===== src/rtl/fq_pkg.sv =====
// Package for the first-in first-out queue with search.
// Holds the sizes, operation and status codes, the cell control struct and
// the word conversion functions. Depends on nothing.
package fq_pkg;

  localparam int DEPTH      = 16;
  localparam int DATA_WIDTH = 32;
  localparam int COUNT_W    = $clog2(DEPTH + 1);

  localparam logic [1:0] OP_ENQ    = 2'd0;
  localparam logic [1:0] OP_DEQ    = 2'd1;
  localparam logic [1:0] OP_SEARCH = 2'd2;
  localparam logic [1:0] OP_CLEAR  = 2'd3;

  localparam logic [1:0] ST_OK    = 2'd0;
  localparam logic [1:0] ST_EMPTY = 2'd1;
  localparam logic [1:0] ST_FULL  = 2'd2;

  localparam logic signed [31:0] REMOVED_NONE = -32'sd1;

  typedef logic [DATA_WIDTH-1:0] word_t;

  typedef struct packed {
    logic shift;
    logic load;
    logic held;
  } fq_cell_ctrl_t;

  function automatic word_t to_word(input logic signed [31:0] raw);
    logic signed [63:0] ext;
    ext = 64'(raw);
    return ext[DATA_WIDTH-1:0];
  endfunction

  function automatic logic signed [31:0] to_field(input word_t w);
    logic signed [DATA_WIDTH-1:0] sw;
    logic signed [63:0] ext;
    sw = w;
    ext = 64'(sw);
    return ext[31:0];
  endfunction

endpackage


===== src/rtl/fq_cell.sv =====
// One storage cell of the queue chain: holds a word, loads a new word or
// takes its neighbour's word on a dequeue, and compares against the key.
// Depends on fq_pkg.
module fq_cell
  import fq_pkg::*;
(
  input  logic          clk,
  input  fq_cell_ctrl_t ctrl,
  input  word_t         load_word,
  input  word_t         shift_word,
  input  word_t         key,
  output word_t         data,
  output logic          match
);

  always_ff @(posedge clk) begin
    if (ctrl.load) begin
      data <= load_word;
    end else if (ctrl.shift) begin
      data <= shift_word;
    end
  end

  assign match = ctrl.held && (data == key);

endmodule


===== config.mk =====
export PLATFORM = sky130hd
export DESIGN_NAME = fq_cell
export DESIGN_NICKNAME = d
export VERILOG_FILES = /design/src/rtl/fq_pkg.sv /design/src/rtl/fq_cell.sv
export SDC_FILE = /design/constraint.sdc
export NUM_CORES = 1
export LEC_CHECK = 0
export BUFFER_PORTS_ARGS = -buffer_cell sky130_fd_sc_hd__buf_2
export CAP_MARGIN = 30
export CORE_MARGIN = 3
export CORE_UTILIZATION = 30
export DETAILED_ROUTE_END_ITERATION = 8
export SLEW_MARGIN = 20
export SYNTH_ARGS = -nofsm -noshare
export SYNTH_HDL_FRONTEND = slang
export SYNTH_SLANG_ARGS = --single-unit

===== constraint.sdc =====
create_clock -name clk -period 2.7 [get_ports clk]
set_clock_uncertainty 0.15 [all_clocks]
set_input_delay 0.135 -clock clk [delete_from_list [all_inputs] [get_ports clk]]
set_output_delay 0.135 -clock clk [all_outputs]
set_load 0.02 [all_outputs]

* Word-level counts from Yosys, hierarchy flattened
Index checks and enable logic that the tools add are counted.
** Operators by class
- Equal/unequal tests :: 1
- Multiplexer cells :: 2
- Reduce and logical (&&, ||, !) cells :: 2
** Operators with widths (number)
- $mux 32 :: 2
- $eq 32x32->1 :: 1
- $reduce_bool 2->1 :: 1
- $logic_and 1x1->1 :: 1
** Word-level totals
- Register bits :: 32
- Bits of input ports :: 100
- Output and inout bits :: 33
- Logic and storage cells :: 6

* Depth between registers and ports, before layout
- Word-level depth :: 2
- Mapped depth :: 4
- Gate-level depth less buffers :: 4

* Worst setup path before layout
No wires, ideal clock.
- Path type :: register -> output
- Start :: register data[17]
- End :: output match
- Data arrival time :: 1416 ps
- Required time :: 2415 ps
- Setup slack :: 999 ps
- Stages on the path, launching flop included :: 5
- Path buffers :: 0
- Cells stage by stage :: edfxtp_1 -> xor2_1 -> nor4_1 -> nand4_1 -> nor3_2
** On the way
- Word-level cells in the longest chain between the ends :: 2
** Ends and longest elaborated chain
- start: declaration :: RTL line fq_cell.sv:12 : output word_t data,
- start signal: assignment :: RTL line fq_cell.sv:18 : data <= load_word;
- start signal: assignment :: RTL line fq_cell.sv:20 : data <= shift_word;
- $eq 32x32->1 :: RTL line fq_cell.sv:24 : assign match = ctrl.held && (data == key);
- $logic_and 1x1->1 :: RTL line fq_cell.sv:24
- end: declaration :: RTL line fq_cell.sv:13 : output logic match
No other way between the ends.

* Final worst setup path
- Start :: register data[19]
- End :: output match
The elaborated chain is that of the path after synthesis.

==> flow_summary.toml <==
[run_status]
status = "finished, final reports clean"

[finish]
nFillCells = 509
drive_gt1_share_pct = 67.2
top_regs = "data: 32 flops"
syn_to_final_growth_pct = 51.4
largest_register_ffs = 32
design_area_sq_um = 2580
top_register = "data"
nets = 355
fin_util_pct = 48.6
antennaDiodeCount = 0

[logic_synthesis]
ys_seq_elements = 32
synth.distinct_cells = 11
netlist_area_sq_um = 1700
avgSynthCellArea_sq_um = 15.1
syn_inst = 113
syn_nets = 213
synth_warnings = 0
ys_seq_area_share_pct = 56.4

[power]
power_density_nw_per_um2 = 514
vdd_ir_drop_max_mv = 0.238
p_leak_nw = 1.18

[clocking]
clk_pin_slew_ns = 0.06
clockRootBuffer = "clkbuf_8"
cts_sinks = 32
htreeDepth = 2
tritoncts = "done"
cts_made_buffers = 5
clock_path_buffers = 2

[sta]
slew_viol_final = 0
finalSetupViolCount = 0
fmax_mhz = 472
post-route-period-util_pct = 78.5
slew_headroom_pct = 49.0
fin_setup_tns_ns = 0
fin_crit_ns = 2.12
hold_violations = 0
worst_slew_pin_slew_ns = 0.765
rsz0062_at_grt = "false"

[min_path]
min_path_cells = 2
hp-class = "in -> reg"
min-delay-start = "shift_word[24]"
holdPathEnd = "data[24]"

[floorplanning]
die_h_um = 81.3
io_pins = 133
num_rows = 26
die_area_sq_um = 6620
start_util_pct = 32.1
die-width_um = 81.3
core_area_sq_um = 5300

[route]
viasPerCell = 4.40
drc = 0
drt_iter0_drc = 38
avgRoutedWirePerCell_um = 14.9
vias = 1435
drt_wl_total_mm = 4.86
first_pass_iters = 4
drtAntennaViolNets = 0

[critical_path]
critPathCaptureType = "primary output"
worstPathArrival_ns = 1.84
crit_type = "reg -> out"
required_ns = 2.41
startpoint_type = "flop"
path_max_fanout = 2

[place]
post-dp-hpwl_mm = 3.89
port_buffers = 132
post_dp_cell_area_sq_um = 2440
globalplace.congestion = 0.731

[grt]
grt_pass1_vias = 1555
grt.met1_usage_pct = 16.1
use_met3_pct = 4.99
grt_usage_pct = 15.0
busiest_layer = "met2"
antenna_found_initial = 0
overflow = 0
grt_max_degree = 33
grt_pass1_wl_mm = 7.29
use_met2_pct = 26.7

[flow_run]
maxCapViolations = 0
## worst max path at each step
| stage | start | endpoint | slack (ns) | cells past startpoint |
|---|---|---|---|---|
| after floorplan | data[17] | match | 1.0 | 4 |
| after global placement | data[17] | match | 0.90 | 5 |
| after detailed placement | data[19] | match | 0.91 | 5 |
| after CTS | data[19] | match | 0.59 | 5 |
| after global routing | data[19] | match | 0.51 | 5 |
| final | data[19] | match | 0.58 | 5 |
## layout by cell type, fill, tap and decap left out
cell / n
nand4_1: 1
nor4_1: 7
or2_2: 1
edfxtp_1: 32
xor2_1: 31
clkinv_1: 1
buf_2: 132
clkbuf_8: 5
nor3_2: 1
clkbuf_1: 2
nor3_1: 1
dlygate4sd3_1: 6
nand3_1: 2
mux2_2: 32
buf_4: 1
xnor2_1: 1
## layer usage
layer	share of wire [%]	up-vias
met3	11	9
li1	-	703
met2	52	81
met1	36	642
met5	0	-
met4	1.8	0
## report_power, final
part	internal, mW	switching [mW]	total, mW
logic	0.159	0.171	0.330
registers	0.613	0.0333	0.647
clock network	0.179	0.169	0.348
## area by class of cell
type / count / area [sq um] / area share (%)
clock inverter: 1 / 3.75 / 0.146
multi-input combinational: 77 / 722 / 28.0
sequential: 32 / 961 / 37.3
timing repair buffer: 139 / 728 / 28.2
tap: 70 / 87.6 / 3.40
clock buffer: 7 / 76.3 / 2.96
## metrics by stage
| stage | setup WS (ns) | std cells | total power [mW] | hold WS, ns |
|---|---|---|---|---|
| 5_1_grt | 0.510 | 326 | 1.40 | 0.00424 |
| 4_1_cts | 0.587 | 325 | 1.35 | 0.0000514 |
| 3_3_place_gp | 0.900 | 312 | 0.981 | 0.291 |
| 3_5_place_dp | 0.907 | 312 | 0.986 | 0.291 |
| 2_1_floorplan | 0.999 | 113 | 0.833 | 0.205 |
| 6_report | 0.580 | 326 | 1.32 | 0.00478 |
## cell usage after synthesis
| cell | n | area share [%] |
|---|---|---|
| edfxtp_1 | 32 | 56 |
| mux2_2 | 32 | 21 |
| xor2_1 | 31 | 16 |
| nor4_1 | 7 | 2.6 |
| buf_2 | 4 | 1.2 |
| nand3_1 | 2 | 0.59 |
| nand4_1 | 1 | 0.37 |
| nor3_1 | 1 | 0.29 |
| nor3_2 | 1 | 0.59 |
| or2_2 | 1 | 0.37 |
| xnor2_1 | 1 | 0.51 |
## critical path, stage by stage (launching register included)
cell and delay (ns):
edfxtp_1 0.41, xor2_1 0.16, nor4_1 0.45, nand3_1 0.15, nor3_2 0.18, buf_2 0.19
## cell families (layout without fill, tap and decap cells)
| group | after synthesis | in the layout | share of synthesized area (%) |
|---|---|---|---|
| XOR/XNOR | 32 | 32 | 16.5 |
| buffers and inverters | 4 | 147 | 1.18 |
| flip-flops | 32 | 32 | 56.4 |
| multiplexers | 32 | 32 | 21.2 |
| AND/OR/NAND/NOR | 13 | 13 | 4.78 |
## repair_timing
action / CTS / global route
hold buffers: 5 / 1
setup buffers: 0 / 0
gates resized for setup: 0 / 0
endpoints found under the hold margin: 4 / 1
Note: power is estimated with default switching activity, not from simulation.
